## src/sv/vtab_pkg.sv

```systemverilog
// Package with the shared types, constants and helpers of the adjacency builder.
package vtab_pkg;

   localparam int MAX_NODES     = 1024;
   localparam int MAX_TRIANGLES = 2048;
   localparam int ADJ_DEPTH     = 3 * MAX_TRIANGLES;
   localparam int NODE_W        = $clog2(MAX_NODES);
   localparam int TRI_W         = $clog2(MAX_TRIANGLES);
   localparam int LOAD_W        = TRI_W + 1;
   localparam int ADJ_W         = $clog2(ADJ_DEPTH);
   localparam int CNT_W         = 13;
   localparam int CFG_W         = 11;

   localparam logic [1:0] ST_OK        = 2'd0;
   localparam logic [1:0] ST_RANGE     = 2'd1;
   localparam logic [1:0] ST_NOT_BUILT = 2'd2;
   localparam logic [1:0] ST_FULL      = 2'd3;

   localparam logic FUNC_LOAD  = 1'b0;
   localparam logic FUNC_QUERY = 1'b1;

   typedef struct packed {
      logic        func;
      logic [9:0]  corner_node_0;
      logic [9:0]  corner_node_1;
      logic [9:0]  corner_node_2;
      logic        last_triangle;
      logic [9:0]  query_node;
      logic [12:0] query_slot;
   } req_type;

   typedef struct packed {
      logic [1:0]  status;
      logic [12:0] neighbour_count;
      logic [12:0] start_offset;
      logic [10:0] triangle_index;
      logic [1:0]  corner;
   } rsp_type;

   // Commands from the controller to the datapath.
   typedef struct packed {
      logic capture;
      logic clr_init;
      logic clr_step;
      logic load_resp;
      logic tri_write;
      logic cnt_rd;
      logic cnt_wr;
      logic pre_init;
      logic pre_rd;
      logic pre_wr;
      logic tri_rd;
      logic cur_rd;
      logic cur_wr;
      logic set_built;
      logic q_resp_pre;
      logic q_rd;
      logic q_resp_slot;
      logic q_adj_rd;
      logic q_resp_ok;
   } cmd_type;

   // Status from the datapath to the controller.
   typedef struct packed {
      logic is_query;
      logic last;
      logic built;
      logic range_bad;
      logic full;
      logic q_node_bad;
      logic q_slot_bad;
      logic idx_end;
      logic k_end;
      logic t_end;
      logic empty;
   } stat_type;

   // Picks one corner node out of a stored triangle word {c2, c1, c0}.
   function automatic logic [NODE_W-1:0] corner_sel(input logic [3*NODE_W-1:0] w,
                                                    input logic [1:0] k);
      logic [NODE_W-1:0] r;
      unique case (k)
         2'd0:    r = w[NODE_W-1:0];
         2'd1:    r = w[2*NODE_W-1:NODE_W];
         default: r = w[3*NODE_W-1:2*NODE_W];
      endcase
      return r;
   endfunction

endpackage

```

## src/sv/vtab_ctrl.sv

```systemverilog
// Controller state machine that sequences clear, load, build and query.
module vtab_ctrl (
   input  logic               clock,
   input  logic               reset,
   input  logic               start,
   output logic               busy,
   input  vtab_pkg::stat_type stat,
   output vtab_pkg::cmd_type  cmd
);

   typedef enum logic [3:0] {
      S_CLEAR, S_IDLE, S_DEC, S_L_RD, S_L_WR, S_P_RD, S_P_WR,
      S_T_RD, S_C_RD, S_C_WR, S_Q_CHK, S_Q_OUT
   } state_type;

   state_type state_ff, state_in;
   logic      pend_ff, pend_in;

   // Next state and commands.
   always_comb begin
      state_in = state_ff;
      pend_in  = pend_ff;
      cmd      = '0;
      unique case (state_ff)
         S_CLEAR: begin
            cmd.clr_step = 1'b1;
            if (stat.idx_end) begin
               state_in = pend_ff ? S_DEC : S_IDLE;
               pend_in  = 1'b0;
            end
         end
         S_IDLE: begin
            if (start) begin
               cmd.capture = 1'b1;
               state_in    = S_DEC;
            end
         end
         S_DEC: begin
            if (stat.is_query) begin
               if (!stat.built || stat.q_node_bad) begin
                  cmd.q_resp_pre = 1'b1;
                  state_in       = S_IDLE;
               end else begin
                  cmd.q_rd = 1'b1;
                  state_in = S_Q_CHK;
               end
            end else if (stat.built) begin
               // A load after a build starts over from empty counts.
               cmd.clr_init = 1'b1;
               pend_in      = 1'b1;
               state_in     = S_CLEAR;
            end else begin
               cmd.load_resp = 1'b1;
               if (stat.range_bad) begin
                  state_in = S_IDLE;
               end else if (stat.full) begin
                  if (stat.last) begin
                     cmd.pre_init = 1'b1;
                     state_in     = S_P_RD;
                  end else begin
                     state_in = S_IDLE;
                  end
               end else begin
                  cmd.tri_write = 1'b1;
                  state_in      = S_L_RD;
               end
            end
         end
         S_L_RD: begin
            cmd.cnt_rd = 1'b1;
            state_in   = S_L_WR;
         end
         S_L_WR: begin
            cmd.cnt_wr = 1'b1;
            if (!stat.k_end) begin
               state_in = S_L_RD;
            end else if (stat.last) begin
               cmd.pre_init = 1'b1;
               state_in     = S_P_RD;
            end else begin
               state_in = S_IDLE;
            end
         end
         S_P_RD: begin
            cmd.pre_rd = 1'b1;
            state_in   = S_P_WR;
         end
         S_P_WR: begin
            cmd.pre_wr = 1'b1;
            if (!stat.idx_end) begin
               state_in = S_P_RD;
            end else if (stat.empty) begin
               cmd.set_built = 1'b1;
               state_in      = S_IDLE;
            end else begin
               state_in = S_T_RD;
            end
         end
         S_T_RD: begin
            cmd.tri_rd = 1'b1;
            state_in   = S_C_RD;
         end
         S_C_RD: begin
            cmd.cur_rd = 1'b1;
            state_in   = S_C_WR;
         end
         S_C_WR: begin
            cmd.cur_wr = 1'b1;
            if (!stat.k_end) begin
               state_in = S_C_RD;
            end else if (stat.t_end) begin
               cmd.set_built = 1'b1;
               state_in      = S_IDLE;
            end else begin
               state_in = S_T_RD;
            end
         end
         S_Q_CHK: begin
            if (stat.q_slot_bad) begin
               cmd.q_resp_slot = 1'b1;
               state_in        = S_IDLE;
            end else begin
               cmd.q_adj_rd = 1'b1;
               state_in     = S_Q_OUT;
            end
         end
         S_Q_OUT: begin
            cmd.q_resp_ok = 1'b1;
            state_in      = S_IDLE;
         end
         default: state_in = S_IDLE;
      endcase
   end

   // State register; reset begins with the clearing pass over the counts.
   always_ff @(posedge clock) begin
      if (reset) begin
         state_ff <= S_CLEAR;
         pend_ff  <= 1'b0;
      end else begin
         state_ff <= state_in;
         pend_ff  <= pend_in;
      end
   end

   assign busy = (state_ff != S_IDLE);

endmodule

```

## config.mk

```make
export PLATFORM = sky130hd
export DESIGN_NAME = vtab_ctrl
export DESIGN_NICKNAME = d
export VERILOG_FILES = /design/src/sv/vtab_pkg.sv /design/src/sv/vtab_ctrl.sv
export SDC_FILE = /design/constraint.sdc
export NUM_CORES = 1
export LEC_CHECK = 0
export BUFFER_PORTS_ARGS = -buffer_cell sky130_fd_sc_hd__buf_2
export CAP_MARGIN = 20
export CORE_UTILIZATION = 39
export CTS_CLUSTER_DIAMETER = 200
export DETAILED_ROUTE_END_ITERATION = 10
export HOLD_SLACK_MARGIN = 0.15
export PLACE_DENSITY_LB_ADDON = 0.25
export SLEW_MARGIN = 10
export SYNTH_ARGS = -nofsm -noshare
export SYNTH_HDL_FRONTEND = slang
export SYNTH_SLANG_ARGS = --single-unit
export TNS_END_PERCENT = 1
```

## constraint.sdc

```tcl
create_clock -name clock -period 1.3 [get_ports clock]
set_input_delay 0.13 -clock clock [delete_from_list [all_inputs] [get_ports clock]]
set_output_delay 0.13 -clock clock [all_outputs]
set_load 0.02 [all_outputs]
```

==> results of run 1 <==
[final cells by class]
type,count,area (um^2),share of cell area [%]
Multi-Input combinational cell,70,578.1,47.34
Timing Repair Buffer,62,474.2,38.83
Sequential cell,5,115.1,9.426
Clock buffer,4,26.28,2.152
Tap cell,16,20.02,1.639
Inverter,2,7.507,0.6148
[cell families (layout without fill, tap and decap cells)]
kind of cell,after synthesis,in the layout,synth area share (%)
AOI/OAI and AO/OA,18,18,23.05
buffers and inverters,7,68,7.813
xor gates and xnor gates,1,1,1.367
muxes,1,1,1.563
and+or+nand+nor,50,50,50.58
DFF,5,5,15.63
[power by group]
group	leakage (nW)	internal [W]	switching, W	total [W]
combinational	0.516	0.000200	0.000179	0.000379
sequential	0.0436	0.000163	0.0000248	0.000188
clock	0.0150	0.000117	0.0000769	0.000194
[cell usage in the layout, fill, tap and decap left out, types with 2 or more instances in the layout]
master	synthesis	layout
clkbuf_4	1	3
buf_8	0	2
or2b_1	2	2
a211oi_1	3	2
a21oi_1	4	4
and4bb_1	2	2
and3_1	2	2
a211oi_2	1	2
a21boi_2	1	2
buf_6	2	9
inv_1	2	2
nor3_2	0	3
dfxtp_4	0	4
nor2_1	8	6
nand2_1	12	11
nand3_1	2	2
nor4b_4	1	2
buf_2	1	17
buf_4	1	33
[worst reg2reg max path: stages, from the launching register on]
cell and delay [ns]:
dfxtp_4 0.36, buf_4 0.16, or4_4 0.51, a21boi_2 0.19
a211oi_1 0.09, a211oi_2 0.18
[flip-flops by register name, summed over array words and instances, names as in the netlist]
signal and cells:
pend_ff 1, state_ff 4
[metal layers]
metal	up-vias	share of wire (%)
met3	9	4.3
met4	0	2.9
li1	431	-
met1	410	42
met5	-	0
met2	34	51
[worst paths after layout]
| kind | startpoint | end | depth (start not counted) |
|---|---|---|---|
| max | state_ff[0]$_SDFFE_PP0P_ | cmd[14] | 4 |
| min | reset | state_ff[2]$_SDFFE_PP0P_ | 3 |
| min reg2reg | pend_ff$_SDFFE_PP0P_ | pend_ff$_SDFFE_PP0P_ | 2 |
| max reg2reg | state_ff[2]$_SDFFE_PP0P_ | state_ff[0]$_SDFFE_PP0P_ | 5 |
[through the flow]
stage,util [%],hold slack [ns]
5_1_grt,80.13,0.1754
4_1_cts,74.96,0.1655
3_5_place_dp,62.97,0.3633
2_1_floorplan,-,0.1991
6_report,80.13,0.1650
3_3_place_gp,62.97,0.3597
[what timing repair did]
| action | in CTS | in global routing |
|---|---|---|
| setup buffers | 3 | 5 |
| hold buffers | 1 | 0 |
| cloned | 0 | 0 |
| endpoints found under the setup margin | 25 | 25 |
| hold endpoints to repair | 3 | 0 |
| gates resized for setup | 41 | 11 |
| pin swaps | 7 | 5 |
==> summary.txt, run 1 <==
LOGIC SYNTHESIS
-------------------------------------------------------------------------------------
Summed instance area of the synthesized netlist                            640.6 um^2
Post-synthesis register bit count                                                   5
Total of warnings raised by yosys                                                   0
Cell type with the highest aggregate area in the netlist                      dfxtp_1
Post-Syn Instances                                                                 82
Share of async-settable or async-resettable flops after synthesis                  0%
Top cells by count, synth                                                12 x nand2_1, 8 x nor2_1, 5 x dfxtp_1
Post-Syn Nets                                                                      96
Post-synth EDFFs                                                                    0
Post-synthesis sequential area ratio                                           15.63%
Per-instance average area after synthesis                                  7.812 um^2
Synth unique cells                                                                 42
Commonest register cell after synthesis                                       dfxtp_1
Area share of the largest cell type after synthesis                            15.63%
Cell with the most instances after synthesis                                  nand2_1
Largest cells by area after synthesis                                    dfxtp_1 16%, nand2_1 7.0%, nor2_1 4.7%

FLOORPLANNING
-------------------------------------------------------------------------------------
Die boundary width                                                           42.53 um
Top Ports                                                                          34
Die H                                                                        42.53 um
Area of the die                                                          0.001809 mm^2
Area of the core region                                                  0.001524 mm^2
Starting Density                                                               42.04%
Number of core rows                                                                14

SETUP PATH
-------------------------------------------------------------------------------------
Largest delay contributor family on the critical path                    simple AND/OR/NAND/NOR gates
Number of buffer and inverter stages on the critical path                           1
Maximum single-stage delay on the critical path                               0.38 ns
Setup CP Type                                                            register to primary output
Critical path data required time                                              1.17 ns
Capturing element type of the critical path                              primary output
Arrival time of the worst setup path                                          1.51 ns
R2R setup slack                                                              -0.28 ns
Max Fanout on Critical Path                                                         9
Master of the slowest instance on the critical path                           dfxtp_4
Worst path cell trace                                                    nor4b_4 -> and2_4 -> nor3b_4 -> buf_6
CP startpoint kind                                                           register

GLOBAL ROUTE
-------------------------------------------------------------------------------------
Global-route wire length before repair                                       3.760 mm
Via count of the first global-routing pass                                        842
Total grt overflow                                                                  0
Met3 usage                                                                     4.310%
Maximum number of pins on one net before global-route repair                       13
Met2 GRT Util                                                                  46.46%
Busiest layer in global routing                                                  met2
Met1 track utilization from global routing                                     32.73%
Number of antenna violations at the first check in global routing                   0
Overall fraction of global-route tracks in use                                 27.47%

LAYOUT
-------------------------------------------------------------------------------------
Finished Cell Area                                                       0.001221 mm^2
Final std cells w/o fill                                                          159
Net count reported at finish                                                      158
Number of antenna cells inserted                                                    0
Final-layout fill cell count                                                      105
Post-synthesis to final-layout area growth                                     90.62%
Fraction of layout cells with a size suffix above 1                            64.34%

CTS
-------------------------------------------------------------------------------------
Clock buffer depth                                                                  2
Root cell of the clock tree                                                  clkbuf_4
Worst skew pair latency                                                       0.26 ns
Clock Sink Count                                                                    5
Number of H-tree levels                                                             1
Clk slew on worst S/H paths                                                   0.05 ns
CTS tree                                                                        built
Total CTS buffers                                                                   3

PLACE
-------------------------------------------------------------------------------------
Worst slack at placement                                                   -0.2885 ns
Number of placed cells counting well taps                                         146
Number of I/O port buffers                                                         33
Half-perimeter wire length of the detailed placement result                  1.578 mm
Total cell area at the placement stage                                     959.7 um^2
Last weighted congestion value of the routability-driven placer                0.8927

ROUTE
-------------------------------------------------------------------------------------
Total via count after detailed routing                                            884
First-pass detailed-route iteration total                                           4
Count of routing violations after the opening detailed-route iteration              6
WL per Instance                                                              14.82 um
Post-detailed-route count of antenna-violating nets                                 0
Total Routed Length                                                          2.357 mm
Via density per instance                                                        5.560
Count of unresolved DRC violations after routing                                    0

RUN
-------------------------------------------------------------------------------------
Number of violations of the max-capacitance limit                                   0

TIMING
-------------------------------------------------------------------------------------
Fin crit period                                                              1.638 ns
Worst clock skew                                                          0.007724 ns
Worst-Margin Slew                                                           0.5364 ns
Count of final setup violators                                                     25
Final hold violations                                                               0
PnR worst setup slack                                                      -0.3379 ns
Max Fclk                                                                    610.5 MHz
Max transition margin                                                          64.15%
Setup TNS                                                                   -4.719 ns
Unrepaired setup endpoints after global routing                                  true
Final count of pins violating max slew                                              0
Share of the clock period used by the worst path after layout                  126.0%

PWR
-------------------------------------------------------------------------------------
VDD IR-drop max                                                             0.4760 mV
Static Leakage                                                              0.5746 nW
Post-layout power                                                         0.0007602 W
Power density relative to cell area                                      622.6 mW/mm^2

OUTCOME
-------------------------------------------------------------------------------------
Violated checks                                                          negative setup slack
Status                                                                   finished, violations left

MIN PATH
-------------------------------------------------------------------------------------
Hold WC Path Type                                                        primary input to register

Power figures use the tool's default switching activity.
==> inputs of run 2 (changes only) <==
- CORE_ASPECT_RATIO: default -> 1.1
==> summary.txt, run 2 (synthesis gave the netlist of run 1 again) <==
SETUP PATH
-------------------------------------------------------------------------------------
Capturing element type of the critical path                              primary output
Arrival time of the worst setup path                                          1.56 ns   +0.05 ns
R2R setup slack                                                              -0.25 ns   +0.03 ns
R2R depth                                                                           6   +1
Max Fanout on Critical Path                                                         7   -2
Critical path data required time                                              1.17 ns   about the same
Reg-to-reg critical path startpoint                                      state_ff[0]$_SDFFE_PP0P_
Setup CP Type                                                            register to primary output
CP startpoint kind                                                           register
Reg-to-Reg End                                                           state_ff[1]$_SDFFE_PP0P_

GLOBAL ROUTE
-------------------------------------------------------------------------------------
Via count of the first global-routing pass                                        775   -8.0%
Global-route wire length before repair                                       3.215 mm   -14%
Number of antenna violations at the first check in global routing                   0   unchanged
Maximum number of pins on one net before global-route repair                       13   unchanged
Overall fraction of global-route tracks in use                                 26.20%   -1.3 points
Total grt overflow                                                                  0   unchanged

CTS
-------------------------------------------------------------------------------------
Worst skew pair latency                                                       0.26 ns   about the same
CTS tree                                                                        built
Root cell of the clock tree                                                  clkbuf_4
Number of H-tree levels                                                             1   unchanged
Clock buffer depth                                                                  2   unchanged
Total CTS buffers                                                                   3   unchanged
Clock Sink Count                                                                    5   unchanged
Clk slew on worst S/H paths                                                   0.05 ns   about the same

ROUTE
-------------------------------------------------------------------------------------
Count of unresolved DRC violations after routing                                    0   unchanged
Post-detailed-route count of antenna-violating nets                                 0   unchanged
Total via count after detailed routing                                            865   -2.1%
Count of routing violations after the opening detailed-route iteration             19   +13
First-pass detailed-route iteration total                                           4   unchanged
WL per Instance                                                              14.68 um   -0.99%
Via density per instance                                                        5.691   +2.4%
Total Routed Length                                                          2.231 mm   -5.3%

PLACE
-------------------------------------------------------------------------------------
Number of I/O port buffers                                                         33   unchanged
Half-perimeter wire length of the detailed placement result                  1.531 mm   -3.0%
Last weighted congestion value of the routability-driven placer                0.8858   -0.77%
Worst slack at placement                                                   -0.2347 ns   +0.05377 ns

FLOORPLANNING
-------------------------------------------------------------------------------------
Die H                                                                        44.51 um   +4.6%
Area of the core region                                                  0.001454 mm^2   -4.6%
Die boundary width                                                           40.64 um   -4.4%
Top Ports                                                                          34   unchanged
Area of the die                                                          0.001809 mm^2   about the same
Starting Density                                                               44.06%   +2.0 points
Number of core rows                                                                14   unchanged

MIN PATH
-------------------------------------------------------------------------------------
Hold WC Path Type                                                        primary input to register
Endpoint of the worst hold path                                          state_ff[1]$_SDFFE_PP0P_
WHS Path Cells                                                                      3   unchanged
Hold Crit Start                                                                 reset

LAYOUT
-------------------------------------------------------------------------------------
Largest registers in the final layout                                    state_ff: 4 flops, pend_ff: 1 flops
Final-layout fill cell count                                                      100   -4.8%
Footprint of the flip-flops and latches                                    115.1 um^2   unchanged
Biggest register                                                             state_ff
Most common library cell in the layout ignoring fill and taps                   buf_4
Area of the multi-input gates                                              576.8 um^2   -0.22%
Fraction of layout cells with a size suffix above 1                            61.76%   -2.6 points
Max FFs per register                                                                4   unchanged
Most frequent cells in the layout                                        25 x buf_4, 17 x buf_2, 12 x nand2_1
Post-synthesis to final-layout area growth                                     82.23%
Net count reported at finish                                                      151   -4.4%
Number of antenna cells inserted                                                    0   unchanged

TIMING
-------------------------------------------------------------------------------------
Count of final setup violators                                                     22   -12%
Fin crit period                                                              1.690 ns   +0.05173 ns
Max Fclk                                                                    591.8 MHz   -3.1%
Unrepaired setup endpoints after global routing                                  true
PnR worst setup slack                                                      -0.3897 ns   -0.05173 ns
Final hold violations                                                               0   unchanged
Share of the clock period used by the worst path after layout                  130.0%   +4.0 points
Max transition margin                                                          65.79%   +1.6 points
Worst clock skew                                                          0.004892 ns   -0.002832 ns
Worst-Margin Slew                                                           0.5118 ns   -0.02459 ns
Final count of pins violating max slew                                              0   unchanged

PWR
-------------------------------------------------------------------------------------
Power density relative to cell area                                      626.1 mW/mm^2   +0.58%
Static Leakage                                                              0.5377 nW   -6.4%
Post-layout power                                                         0.0007309 W   -3.9%
VDD IR-drop max                                                             0.4060 mV   -15%

OUTCOME
-------------------------------------------------------------------------------------
Violated checks                                                          negative setup slack
Status                                                                   finished, violations left

RUN
-------------------------------------------------------------------------------------
Number of violations of the max-capacitance limit                                   0   unchanged

-- run 2: routing by layer --
layer	vias up	GRT usage, %	wire, um
li1	421	-	-
met1	405	26.91	882
met2	35	47.94	1232
met3	4	3.518	82
met4	0	14.00	34
met5	-	0	0
-- run 2: worst max-delay path by stage --
stage / cells past startpoint / endpoint / from / slack [ns]
after detailed placement: 4 / state_ff[1]$_SDFFE_PP0P_ / state_ff[2]$_SDFFE_PP0P_ / -0.23
after global placement: 4 / state_ff[1]$_SDFFE_PP0P_ / state_ff[3]$_SDFFE_PP0P_ / -0.22
final: 4 / cmd[14] / state_ff[0]$_SDFFE_PP0P_ / -0.39
after CTS: 4 / cmd[14] / state_ff[3]$_SDFFE_PP0P_ / -0.33
after global routing: 4 / cmd[14] / state_ff[0]$_SDFFE_PP0P_ / -0.44
after floorplan: 5 / state_ff[1]$_SDFFE_PP0P_ / state_ff[0]$_SDFFE_PP0P_ / -0.18
-- run 2: layout make-up --
cell class | instances | share of cell area [%]
multi-input cells | 70 | 49.41
repair buffers | 55 | 36.12
flip-flops and latches | 5 | 9.861
clock buffers | 4 | 2.251
well taps | 16 | 1.715
inverters | 2 | 0.6431
-- run 2: worst max-delay path, stage by stage (launching register included) --
cell	delay [ns]
dfxtp_4	0.37
nor4b_4	0.35
and2_4	0.19
nor3b_4	0.23
buf_6	0.15
-- run 2: report_power, final --
part | switching, W | leakage (nW) | internal [W] | total, W
Sequential | 0.0000246 | 0.0436 | 0.000163 | 0.000187
Combinational | 0.000166 | 0.479 | 0.000185 | 0.000351
Clock | 0.0000754 | 0.0150 | 0.000117 | 0.000192
Total | 0.000266 | 0.538 | 0.000465 | 0.000731
-- run 2: what timing repair did --
action                                  in CTS  in global routing
hold buffers                                 1                  0
buffers inserted                             2                  1
endpoints found under the setup margin      25                 25
gates resized for setup                     40                 11
endpoints found under the hold margin        3                  0
cloned                                       0                  0
pin swaps                                    7                  7
-- run 2: stage by stage --
| stage | utilization (%) | setup TNS [ns] | cell area (um^2) | cells | hold slack, ns |
|---|---|---|---|---|---|
| 2_1_floorplan | - | -0.9898 | 666.9 | 82 | 0.1991 |
| 3_3_place_gp | 64.97 | -1.154 | 944.7 | 144 | 0.3538 |
| 3_5_place_dp | 64.97 | -1.605 | 944.7 | 144 | 0.3578 |
| 4_1_cts | 77.02 | -3.652 | 1120 | 151 | 0.1696 |
| 5_1_grt | 80.29 | -5.184 | 1167 | 152 | 0.1739 |
| 6_report | 80.29 | -3.745 | 1167 | 152 | 0.1718 |
